### src/rtl/core/plist_pkg.sv
`timescale 1ns / 1ps
`default_nettype none
// ----------------------------------------------------------------------------
// plist_pkg
// Shared types and codes for the positional list core: request codes, status
// codes, field widths and the control bundle that drives the cell chain.
// ----------------------------------------------------------------------------
package plist_pkg;

	// field widths
	localparam int OP_W     = 2;
	localparam int VALUE_W  = 32;
	localparam int POS_W    = 5;
	localparam int STATUS_W = 2;

	// request codes
	localparam logic [OP_W-1:0] OP_APPEND = 2'd0;
	localparam logic [OP_W-1:0] OP_INSERT = 2'd1;
	localparam logic [OP_W-1:0] OP_REMOVE = 2'd2;
	localparam logic [OP_W-1:0] OP_FIND   = 2'd3;

	// status codes
	localparam logic [STATUS_W-1:0] ST_OK       = 2'd0;
	localparam logic [STATUS_W-1:0] ST_FULL     = 2'd1;
	localparam logic [STATUS_W-1:0] ST_RANGE    = 2'd2;
	localparam logic [STATUS_W-1:0] ST_NOTFOUND = 2'd3;

	// found position when nothing matched
	localparam logic signed [POS_W-1:0] NO_POSITION = -5'sd1;

	// match bits examined per cycle during a find
	localparam int GROUP      = 8;
	localparam int GROUP_BITS = 3;

	// shift commands to every cell of the chain
	typedef struct packed {
		logic shift_in;   // open a slot at the position, later entries move up
		logic shift_out;  // close the slot at the position, later entries move down
	} plist_ctl_t;

endpackage : plist_pkg
`default_nettype wire

### src/rtl/core/plist_if.sv
`timescale 1ns / 1ps
`default_nettype none
// ----------------------------------------------------------------------------
// plist_if
// Valid/ready channels of the positional list core: request and response.
// ----------------------------------------------------------------------------
interface plist_req_if;
	logic               valid;
	logic               ready;
	logic [1:0]         op;
	logic signed [31:0] value;
	logic [4:0]         position;

	modport source (output valid, output op, output value, output position, input ready);
	modport sink   (input valid, input op, input value, input position, output ready);
endinterface : plist_req_if

interface plist_rsp_if;
	logic              valid;
	logic              ready;
	logic signed [4:0] found_position;
	logic [1:0]        status;
	logic [4:0]        length;

	modport source (output valid, output found_position, output status, output length,
		input ready);
	modport sink   (input valid, input found_position, input status, input length,
		output ready);
endinterface : plist_rsp_if
`default_nettype wire

### src/rtl/core/plist_cell.sv
`timescale 1ns / 1ps
`default_nettype none
// ----------------------------------------------------------------------------
// plist_cell
// One slot of the list. Takes the new value, its left neighbour's value or its
// right neighbour's value on a shift, and compares its value for a find.
// ----------------------------------------------------------------------------
module plist_cell
	import plist_pkg::*;
#(
	parameter int IDX = 0,
	parameter int MW  = 5
) (
	input  wire logic                clk,
	input  wire plist_ctl_t          ctl,
	input  wire logic [MW-1:0]       pos,
	input  wire logic [MW-1:0]       count,
	input  wire logic [VALUE_W-1:0]  value,
	input  wire logic [VALUE_W-1:0]  left_data,
	input  wire logic [VALUE_W-1:0]  right_data,
	output logic [VALUE_W-1:0]       data,
	output logic                     hit
);

	localparam logic [MW-1:0] MY_IDX = MW'(IDX);

	logic [VALUE_W-1:0] data_q;

	// slot contents move with inserts and removals
	always_ff @(posedge clk) begin
		if (ctl.shift_in) begin
			if (MY_IDX == pos) begin
				data_q <= value;
			end else if (MY_IDX > pos) begin
				data_q <= left_data;
			end
		end else if (ctl.shift_out) begin
			if (MY_IDX >= pos) begin
				data_q <= right_data;
			end
		end
	end

	assign data = data_q;

	// only occupied slots take part in a find
	assign hit = (MY_IDX < count) && (data_q == value);

endmodule : plist_cell
`default_nettype wire

### src/rtl/core/positional_list_insert_remove_find_core.sv
`timescale 1ns / 1ps
`default_nettype none
// Append, insert and remove: the response register is loaded at the accepting
// edge, and the cell chain shifts in that same cycle.
// Find: the match bits of all cells are latched at the accepting edge, then
// one group of 8 match bits is scanned per cycle until a hit or the last group.
// Reset empties the list at once; stored values are left as they were.
// ----------------------------------------------------------------------------
// positional_list_insert_remove_find_core
// Ordered list of up to CAPACITY signed 32-bit values held in a chain of cells,
// with append, insert at position, remove at position and find first match.
// ----------------------------------------------------------------------------
module positional_list_insert_remove_find_core
	import plist_pkg::*;
#(
	parameter int CAPACITY = 16
) (
	input  wire logic  clk,
	input  wire logic  arst_n,
	plist_req_if.sink   req,
	plist_rsp_if.source rsp
);

	localparam int CNTW   = $clog2(CAPACITY + 1);
	localparam int MW     = (CNTW > POS_W) ? CNTW : POS_W;
	localparam int NCHUNK = (CAPACITY + GROUP - 1) / GROUP;
	localparam int MLEN   = NCHUNK * GROUP;
	localparam int BW     = $clog2(MLEN);
	localparam int LW     = $clog2(NCHUNK + 1);

	localparam logic [CNTW-1:0] CAP_CNT = CNTW'(CAPACITY);

	localparam logic S_IDLE = 1'b0;
	localparam logic S_SCAN = 1'b1;

	logic                     state_q;
	logic [CNTW-1:0]          count_q;
	logic [MLEN-1:0]          match_q;
	logic [BW-1:0]            base_q;
	logic [LW-1:0]            left_q;
	logic                     rsp_valid_q;
	logic signed [POS_W-1:0]  rsp_found_q;
	logic [STATUS_W-1:0]      rsp_status_q;
	logic [POS_W-1:0]         rsp_length_q;

	logic                     accept;
	logic                     full;
	logic [MW-1:0]            pos_x;
	logic [MW-1:0]            cnt_x;
	plist_ctl_t               ctl;
	logic [MW-1:0]            shift_pos;
	logic [STATUS_W-1:0]      req_status;
	logic [CAPACITY-1:0]      hits;
	logic [VALUE_W-1:0]       cell_data [CAPACITY];
	logic [GROUP-1:0]         chunk;
	logic                     chunk_hit;
	logic [GROUP_BITS-1:0]    chunk_off;
	logic [CNTW-1:0]          count_next;

	assign req.ready = (state_q == S_IDLE) && (!rsp_valid_q || rsp.ready);
	assign accept    = req.valid && req.ready;

	assign full  = (count_q >= CAP_CNT);
	assign pos_x = MW'(req.position);
	assign cnt_x = MW'(count_q);

	// decode the request into a shift command and a status
	always_comb begin
		ctl        = '0;
		shift_pos  = pos_x;
		req_status = ST_OK;
		unique case (req.op)
			OP_APPEND: begin
				shift_pos = cnt_x;
				if (full) begin
					req_status = ST_FULL;
				end else begin
					ctl.shift_in = accept;
				end
			end
			OP_INSERT: begin
				if (full) begin
					req_status = ST_FULL;
				end else if (pos_x > cnt_x) begin
					req_status = ST_RANGE;
				end else begin
					ctl.shift_in = accept;
				end
			end
			OP_REMOVE: begin
				if (pos_x >= cnt_x) begin
					req_status = ST_RANGE;
				end else begin
					ctl.shift_out = accept;
				end
			end
			OP_FIND: begin
				req_status = ST_NOTFOUND;
			end
			default: begin
				req_status = ST_OK;
			end
		endcase
	end

	always_comb begin
		count_next = count_q;
		if (ctl.shift_in) begin
			count_next = count_q + CNTW'(1);
		end else if (ctl.shift_out) begin
			count_next = count_q - CNTW'(1);
		end
	end

	// chain of cells, each fed by its neighbours (zero at either end of the chain)
	for (genvar i = 0; i < CAPACITY; i++) begin : g_cell
		logic [VALUE_W-1:0] left_data;
		logic [VALUE_W-1:0] right_data;

		if (i == 0) begin : g_first
			assign left_data = '0;
		end else begin : g_inner_l
			assign left_data = cell_data[i-1];
		end

		if (i == CAPACITY - 1) begin : g_last
			assign right_data = '0;
		end else begin : g_inner_r
			assign right_data = cell_data[i+1];
		end

		plist_cell #(
			.IDX (i),
			.MW  (MW)
		) u_cell (
			.clk        (clk),
			.ctl        (ctl),
			.pos        (shift_pos),
			.count      (cnt_x),
			.value      (req.value),
			.left_data  (left_data),
			.right_data (right_data),
			.data       (cell_data[i]),
			.hit        (hits[i])
		);
	end

	// first set bit of the current group of match bits
	assign chunk     = match_q[GROUP-1:0];
	assign chunk_hit = |chunk;
	always_comb begin
		chunk_off = '0;
		for (int k = GROUP - 1; k >= 0; k--) begin
			if (chunk[k]) begin
				chunk_off = GROUP_BITS'(k);
			end
		end
	end

	// control: state, list length, scan bookkeeping, response valid
	always_ff @(posedge clk or negedge arst_n) begin
		if (!arst_n) begin
			state_q     <= S_IDLE;
			count_q     <= '0;
			rsp_valid_q <= 1'b0;
			left_q      <= '0;
		end else begin
			count_q <= count_next;
			if (rsp_valid_q && rsp.ready) begin
				rsp_valid_q <= 1'b0;
			end
			unique case (state_q)
				S_IDLE: begin
					if (accept) begin
						if (req.op == OP_FIND) begin
							state_q <= S_SCAN;
							left_q  <= LW'(NCHUNK);
						end else begin
							rsp_valid_q <= 1'b1;
						end
					end
				end
				S_SCAN: begin
					if (chunk_hit || left_q == LW'(1)) begin
						state_q     <= S_IDLE;
						rsp_valid_q <= 1'b1;
					end else begin
						left_q <= left_q - LW'(1);
					end
				end
				default: begin
					state_q <= S_IDLE;
				end
			endcase
		end
	end

	// match bits and response beat payload
	always_ff @(posedge clk) begin
		if (state_q == S_IDLE) begin
			if (accept) begin
				match_q      <= MLEN'(hits);
				base_q       <= '0;
				rsp_found_q  <= NO_POSITION;
				rsp_status_q <= req_status;
				rsp_length_q <= POS_W'(count_next);
			end
		end else begin
			match_q <= match_q >> GROUP;
			base_q  <= base_q + BW'(GROUP);
			if (chunk_hit) begin
				rsp_found_q  <= POS_W'(base_q + BW'(chunk_off));
				rsp_status_q <= ST_OK;
			end else begin
				rsp_found_q  <= NO_POSITION;
				rsp_status_q <= ST_NOTFOUND;
			end
			rsp_length_q <= POS_W'(count_q);
		end
	end

	assign rsp.valid          = rsp_valid_q;
	assign rsp.found_position = rsp_found_q;
	assign rsp.status         = rsp_status_q;
	assign rsp.length         = rsp_length_q;

endmodule : positional_list_insert_remove_find_core
`default_nettype wire

### src/flat_wrapper.sv
// flat-port wrapper written by rule: the top's interface ports become plain ports
module positional_list_insert_remove_find_core_flat import plist_pkg::*;
#(
	parameter int CAPACITY = 16
)
  (clk, arst_n, req_valid, req_op, req_value, req_position, req_ready, rsp_valid, rsp_found_position, rsp_status, rsp_length, rsp_ready);
  plist_req_if req_i ();
  plist_rsp_if rsp_i ();
  input  wire logic clk;
  input  wire logic arst_n;
  input wire logic [$bits(req_i.valid)-1:0] req_valid;
  input wire logic [$bits(req_i.op)-1:0] req_op;
  input wire logic [$bits(req_i.value)-1:0] req_value;
  input wire logic [$bits(req_i.position)-1:0] req_position;
  output wire logic [$bits(req_i.ready)-1:0] req_ready;
  output wire logic [$bits(rsp_i.valid)-1:0] rsp_valid;
  output wire logic [$bits(rsp_i.found_position)-1:0] rsp_found_position;
  output wire logic [$bits(rsp_i.status)-1:0] rsp_status;
  output wire logic [$bits(rsp_i.length)-1:0] rsp_length;
  input wire logic [$bits(rsp_i.ready)-1:0] rsp_ready;
  assign req_i.valid = req_valid;
  assign req_i.op = req_op;
  assign req_i.value = req_value;
  assign req_i.position = req_position;
  assign req_ready = req_i.ready;
  assign rsp_valid = rsp_i.valid;
  assign rsp_found_position = rsp_i.found_position;
  assign rsp_status = rsp_i.status;
  assign rsp_length = rsp_i.length;
  assign rsp_i.ready = rsp_ready;
  positional_list_insert_remove_find_core #(.CAPACITY(CAPACITY)) u_core (.clk(clk), .arst_n(arst_n), .req(req_i), .rsp(rsp_i));
endmodule
### config.mk
export PLATFORM = sky130hd
export DESIGN_NAME = positional_list_insert_remove_find_core_flat
export DESIGN_NICKNAME = d
export VERILOG_FILES = /design/src/rtl/core/plist_pkg.sv /design/src/rtl/core/plist_if.sv /design/src/rtl/core/plist_cell.sv /design/src/rtl/core/positional_list_insert_remove_find_core.sv /design/src/flat_wrapper.sv
export SDC_FILE = /design/constraint.sdc
export NUM_CORES = 2
export LEC_CHECK = 0
export BUFFER_PORTS_ARGS = -buffer_cell sky130_fd_sc_hd__buf_2
export CAP_MARGIN = 40
export CORE_UTILIZATION = 64
export DETAILED_ROUTE_END_ITERATION = 10
export MAX_ROUTING_LAYER = met4
export PLACE_DENSITY = 0.82
export SYNTH_ARGS = -nofsm -noshare
export SYNTH_HDL_FRONTEND = slang
export SYNTH_HIERARCHICAL = 1
export SYNTH_SLANG_ARGS = --single-unit
### constraint.sdc
create_clock -name clk -period 8.5 [get_ports clk]
set_input_delay 0.85 -clock clk [delete_from_list [all_inputs] [get_ports clk]]
set_output_delay 0.85 -clock clk [all_outputs]
set_load 0.05 [all_outputs]
======== Yosys cells after proc, flatten, opt, wreduce, memory -nomap -nowiden ========
Cells that the tools add are included.
Widths: inputs -> output; s select.
operators by class
  bitwise logic cells ..................... 1
  reductions and logical operators ........ 60
  eq/ne operators ......................... 54
  multiplexer cells ....................... 127
  shift operators ......................... 0
  $add $sub $neg .......................... 5
  $mul .................................... 0
  div/mod/pow operators ................... 0
  $lt $le $gt $ge ......................... 51
operator list
  kind                number
  $mux 32             80
  $eq 32x32->1        16
  $reduce_and 3->1    17
  $ne 3x3->1 const B  16
  $eq 4x5->1 const A  8
  $ge 4x5->1 const A  8
  $gt 4x5->1 const A  8
  $lt 4x5->1 const A  8
  $mux 5              8
  $reduce_bool 2->1   18
  $mux 3              8
  $eq 3x5->1 const A  4
  $ge 3x5->1 const A  4
  $gt 3x5->1 const A  4
  $lt 3x5->1 const A  4
  $logic_and 1x1->1   19
  $mux 2              9
  $mux 8              2
  $mux 1              13
  $eq 2x5->1 const A  2
  $ge 1x5->1 const A  2
  $ge 2x5->1 const A  2
  $gt 1x5->1 const A  2
  $gt 2x5->1 const A  2
  25 further kinds    34
storage, ports and cells
  ROM bits ................................ 0
  input port bits ......................... 43
  output and inout port bits .............. 14
  memories kept ........................... 0
  register bits ........................... 553
  bits in writable memories ............... 0
  latch bits .............................. 0
  logic and storage cells ................. 324

======== Longest topological paths before layout ========
  word-level depth ........................ 11
  depth in mapped cells ................... 10
  gate-level depth less buffers ........... 7

======== Modules after synthesis ========
Netlist, hierarchy kept.
by module, submodules not included
  module                                 times used  sequential area each (µm²)  area each (µm²)  cells an instance
  plist_cell (u_core.g_cell[10].u_cell)  1           960.9                       2,083.2          188
  plist_cell (u_core.g_cell[11].u_cell)  1           960.9                       2,058.2          187
  plist_cell (u_core.g_cell[13].u_cell)  1           960.9                       2,058.2          186
  plist_cell (u_core.g_cell[9].u_cell)   1           960.9                       2,049.5          189
  plist_cell (u_core.g_cell[2].u_cell)   1           960.9                       2,034.5          187
  plist_cell (u_core.g_cell[0].u_cell)   1           960.9                       2,030.7          186
  plist_cell (u_core.g_cell[14].u_cell)  1           960.9                       2,029.4          186
  plist_cell (u_core.g_cell[3].u_cell)   1           960.9                       2,028.2          186
  plist_cell (u_core.g_cell[4].u_cell)   1           960.9                       2,024.4          188
  plist_cell (u_core.g_cell[12].u_cell)  1           960.9                       2,023.2          189
  plist_cell (u_core.g_cell[5].u_cell)   1           960.9                       2,020.7          187
  plist_cell (u_core.g_cell[8].u_cell)   1           960.9                       2,020.7          186
  plist_cell (u_core.g_cell[6].u_cell)   1           960.9                       2,018.2          187
  plist_cell (u_core.g_cell[15].u_cell)  1           960.9                       2,016.9          186
  +3 rows                                n/a         n/a                         n/a              n/a

======== Worst setup path after synthesis ========
Ideal clock, no wire load.
  kind .................................... register to register
  from .................................... register u_core.count_q[2] (netlist: u_core/cnt_x[2])
  to ...................................... register u_core.g_cell[4].u_cell.data_q[0] (enable)
  cell stages (with the launch flop) ...... 10
  required time ........................... 7.999 ns
  slack ................................... 2.248 ns
  arrival time ............................ 5.751 ns
  setup time .............................. 0.501 ns
  period minus slack after synthesis ...... 6.252 ns
  path buffers ............................ 2
  cell sequence ........................... dfrtp_1 -> clkbuf_1 -> inv_1 -> ha_1 -> nand4_1 -> o21a_1 -> o22ai_2 -> buf_2 -> nor2_1 -> nor4_1
RTL lines
  element                   RTL line                                        RTL
  start: declaration        positional_list_insert_remove_find_core.sv:37   logic [CNTW-1:0] count_q;
  start signal: assignment  positional_list_insert_remove_find_core.sv:168  count_q <= count_next;
  end signal: assignment    plist_cell.sv:33                                data_q <= value;
  end signal: assignment    plist_cell.sv:35                                data_q <= left_data;
  end signal: assignment    plist_cell.sv:39                                data_q <= right_data;
  end: declaration          plist_cell.sv:27                                logic [VALUE_W-1:0] data_q;

==> reports/qor.yml <==
path_delay_family: "buffers and inverters"
clockBufferDepth: 3
cts_resized: 0
max_slew_margin_pct: 19.7
violations: "design-rule violations"
cpPeakStageDelay_ns: 0.79
drive_gt1_share_pct: 8.54
synth_seq_cells: 550
cp_data_required_time_ns: 8.97
outcome: "finished, violations left"
fin_crit_ns: 4.75
clock-sinks: 550
r2r_start: "u_core/cnt_x[2]$_DFF_PN0_"
syn_inst: 3161
synthTopCellsByCount: "533 x edfxtp_1, 533 x nor2_1, 527 x a21oi_1, 513 x mux2i_1, 434 x xor2_1"
fin_nets: 3311
wirelength_mm: 109
max_freq_mhz: 210
grt_pass1_wl_mm: 161
crit_buf_inv: 5
grt_pass1_vias: 25700
synthArstFlopShare_pct: 1.64
cp.arrival_ns: 5.22
dpl_worst_slack_ns: 3.81
period_share_pct: 55.9
setup_slack_ns: 3.75
cts_inserted_buffers: 58
via_count: 26900
num_rows: 84
rsz0062_at_grt: "no"
drtIter0Drc: 4326
yosys_warnings: 6
cpMostUsedCell: "buf_4"
synth_cell_types: 70
drc_errors: 5
clock_latency_ns: 0.63
cts-root-buf: "clkbuf_16"
synth_enable_flop_cells: 533
path_max_fanout: 84
cp-start-kind: "flip-flop"
die_area_um2: 54700
cts_setup_buffers: 0
synthFlopType: "edfxtp_1"
yosys-top-cells-area: "edfxtp_1 47%, mux2i_1 15%, xor2_1 11%"
seq_area_um2: 16400
clock_skew_ns: 0.0255
die_y_um: 234
die_x_um: 234
firstDrtPassIters: 11
power_density_nw_per_um2: 213
syn_area_per_cell_um2: 10.9
path_class: "flip-flop to flip-flop"
setup_viol: 0
p_leak_nw: 14.5
worstSetupEndpointType: "flip-flop"
wl_per_cell_um: 27.3
r2r_cells: 11
hp-class: "primary input to asynchronous set/reset pin"
place_area_um2: 35600
h-tree-depth: 2
port_buffers: 56
drtAntennaViolNets: 0
synth_top_cell_by_area: "edfxtp_1"
multiInputGateArea_um2: 17200
gp_congestion: 0.986
fillers: 3808
num_io_pins: 57
syn_area_um2: 34400
tns_ns: 0
syn_to_final_growth_pct: 8.39
hold_violations: 0
ctsHoldBuffers: 0
start_util_pct: 65.1
coreArea_um2: 52900
antenna_found_initial: 0
path_cells: "inv_1 > ha_1 > nand4_1 > o21a_1 > o22ai_4 > buf_4 > buf_4 > buf_4 > buf_12 > nor2_1 > a21oi_1"
ff2ff_setup_slack_ns: 3.75
overflow: 0
yosysSeqAreaShare_pct: 47.6
hpwlAfterDp_mm: 74.2
cts_tree: "yes"
via_per_inst: 6.73
cpMaxStageDelayCell: "buf_4"
yosys.area.top_type_share_pct: 46.5
grt_max_degree: 272
antenna_cells: 0
vdd_drop_max_uv: 164
drv_slew: 0
cts.clk_slew.worst_paths_ns: 0.06
final_area_um2: 37300
worst_pin_slew_ns: 1.20
worstReg2RegEnd: "u_core/g_cell[4].u_cell/data[11]$_DFFE_PP_"
grt_usage_pct: 40.9
maxCapViolations: 0
-- state kept, by name, indices dropped and copies added, names as in the netlist, 2 cells and up --
register / flops
u_core/rsp.found_position: 5
u_core/rsp.length: 5
u_core/left_q: 2
u_core/match_q: 16
u_core/rsp.status: 2
u_core/cnt_x: 5
u_core/g_cell.u_cell/data: 512
-- cell type report --
type / count / share of cell area [%]
Sequential cell: 550 / 43.9
Tap cell: 688 / 2.31
Clock buffer: 69 / 4.06
Multi-Input combinational cell: 2493 / 46.1
Inverter: 13 / 0.131
Clock inverter: 35 / 0.503
Timing Repair Buffer: 144 / 3.01
-- routing by layer --
| metal | up-vias | GRT usage, % | routed length [µm] |
|---|---|---|---|
| li1 | 11700 | - | - |
| met1 | 12700 | 53.0 | 40000 |
| met2 | 2032 | 59.0 | 47400 |
| met3 | 412 | 9.52 | 14600 |
| met4 | 0 | 23.4 | 7160 |
| met5 | - | - | 0 |
-- worst max-delay path by stage --
| stage | startpoint | to | slack, ns | depth (start not counted) |
|---|---|---|---|---|
| after floorplan | u_core/cnt_x[2]$_DFF_PN0_ | u_core/g_cell[4].u_cell/data[0]$_DFFE_PP_ | 2.25 | 9 |
| after global placement | req_position[4] | u_core/g_cell[2].u_cell/data[23]$_DFFE_PP_ | 3.78 | 9 |
| after detailed placement | req_position[4] | u_core/g_cell[1].u_cell/data[11]$_DFFE_PP_ | 3.81 | 11 |
| after CTS | u_core/cnt_x[4]$_DFF_PN0_ | u_core/g_cell[1].u_cell/data[11]$_DFFE_PP_ | 3.87 | 11 |
| after global routing | u_core/cnt_x[4]$_DFF_PN0_ | u_core/g_cell[4].u_cell/data[29]$_DFFE_PP_ | 3.43 | 11 |
| final | u_core/cnt_x[2]$_DFF_PN0_ | u_core/g_cell[4].u_cell/data[11]$_DFFE_PP_ | 3.75 | 11 |
-- power breakdown --
group | switching [mW] | internal, mW | total, mW
clock network | 1.10 | 1.29 | 2.39
registers | 0.274 | 3.34 | 3.61
logic | 1.31 | 0.641 | 1.95
total | 2.68 | 5.27 | 7.95
-- cells by family after synthesis --
logic type,Yosys count,share of synthesized area [%]
DFF,550,47.6
xor gates and xnor gates,518,13.2
adders and majority gates,8,0.291
other,1,0.0109
AOI/OAI and AO/OA,580,8.82
and+or+nand+nor,798,11.3
muxes,525,15.3
buffers and inverters,181,3.49
-- per-stage QoR --
step	hold slack (ns)	util (%)	instances	power (mW)
3_3_place_gp	0.463	66.8	3869	5.44
6_report	0.0813	70.6	3992	7.95
5_1_grt	0.0888	70.6	3992	8.19
4_1_cts	0.0740	70.5	3990	7.87
3_5_place_dp	0.463	67.3	3886	5.53
2_1_floorplan	0.446	-	3224	4.88
-- placed cells by master, fill, tap and decap left out, types with 6 or more instances in the layout --
cell,Yosys,final
nand4_1,37,37
buf_2,7,56
clkbuf_1,94,10
buf_12,12,10
clkinv_1,0,18
nor2_1,533,532
o21a_1,8,8
nand3b_1,9,9
buf_4,4,68
nand2_1,24,24
nor3_1,15,13
mux2i_1,513,513
xnor2_1,84,84
conb_1,1,64
nor4_1,114,113
dfxtp_1,8,8
o21ai_0,9,8
inv_1,13,13
nand3_1,18,18
dfrtp_1,9,9
a21oi_1,527,526
nor3_2,4,6
clkbuf_16,0,59
clkinv_2,0,13
edfxtp_1,533,533
mux2_2,12,12
xor2_1,434,434
ha_1,8,8
No activity file was read; power rests on OpenSTA's default activity.
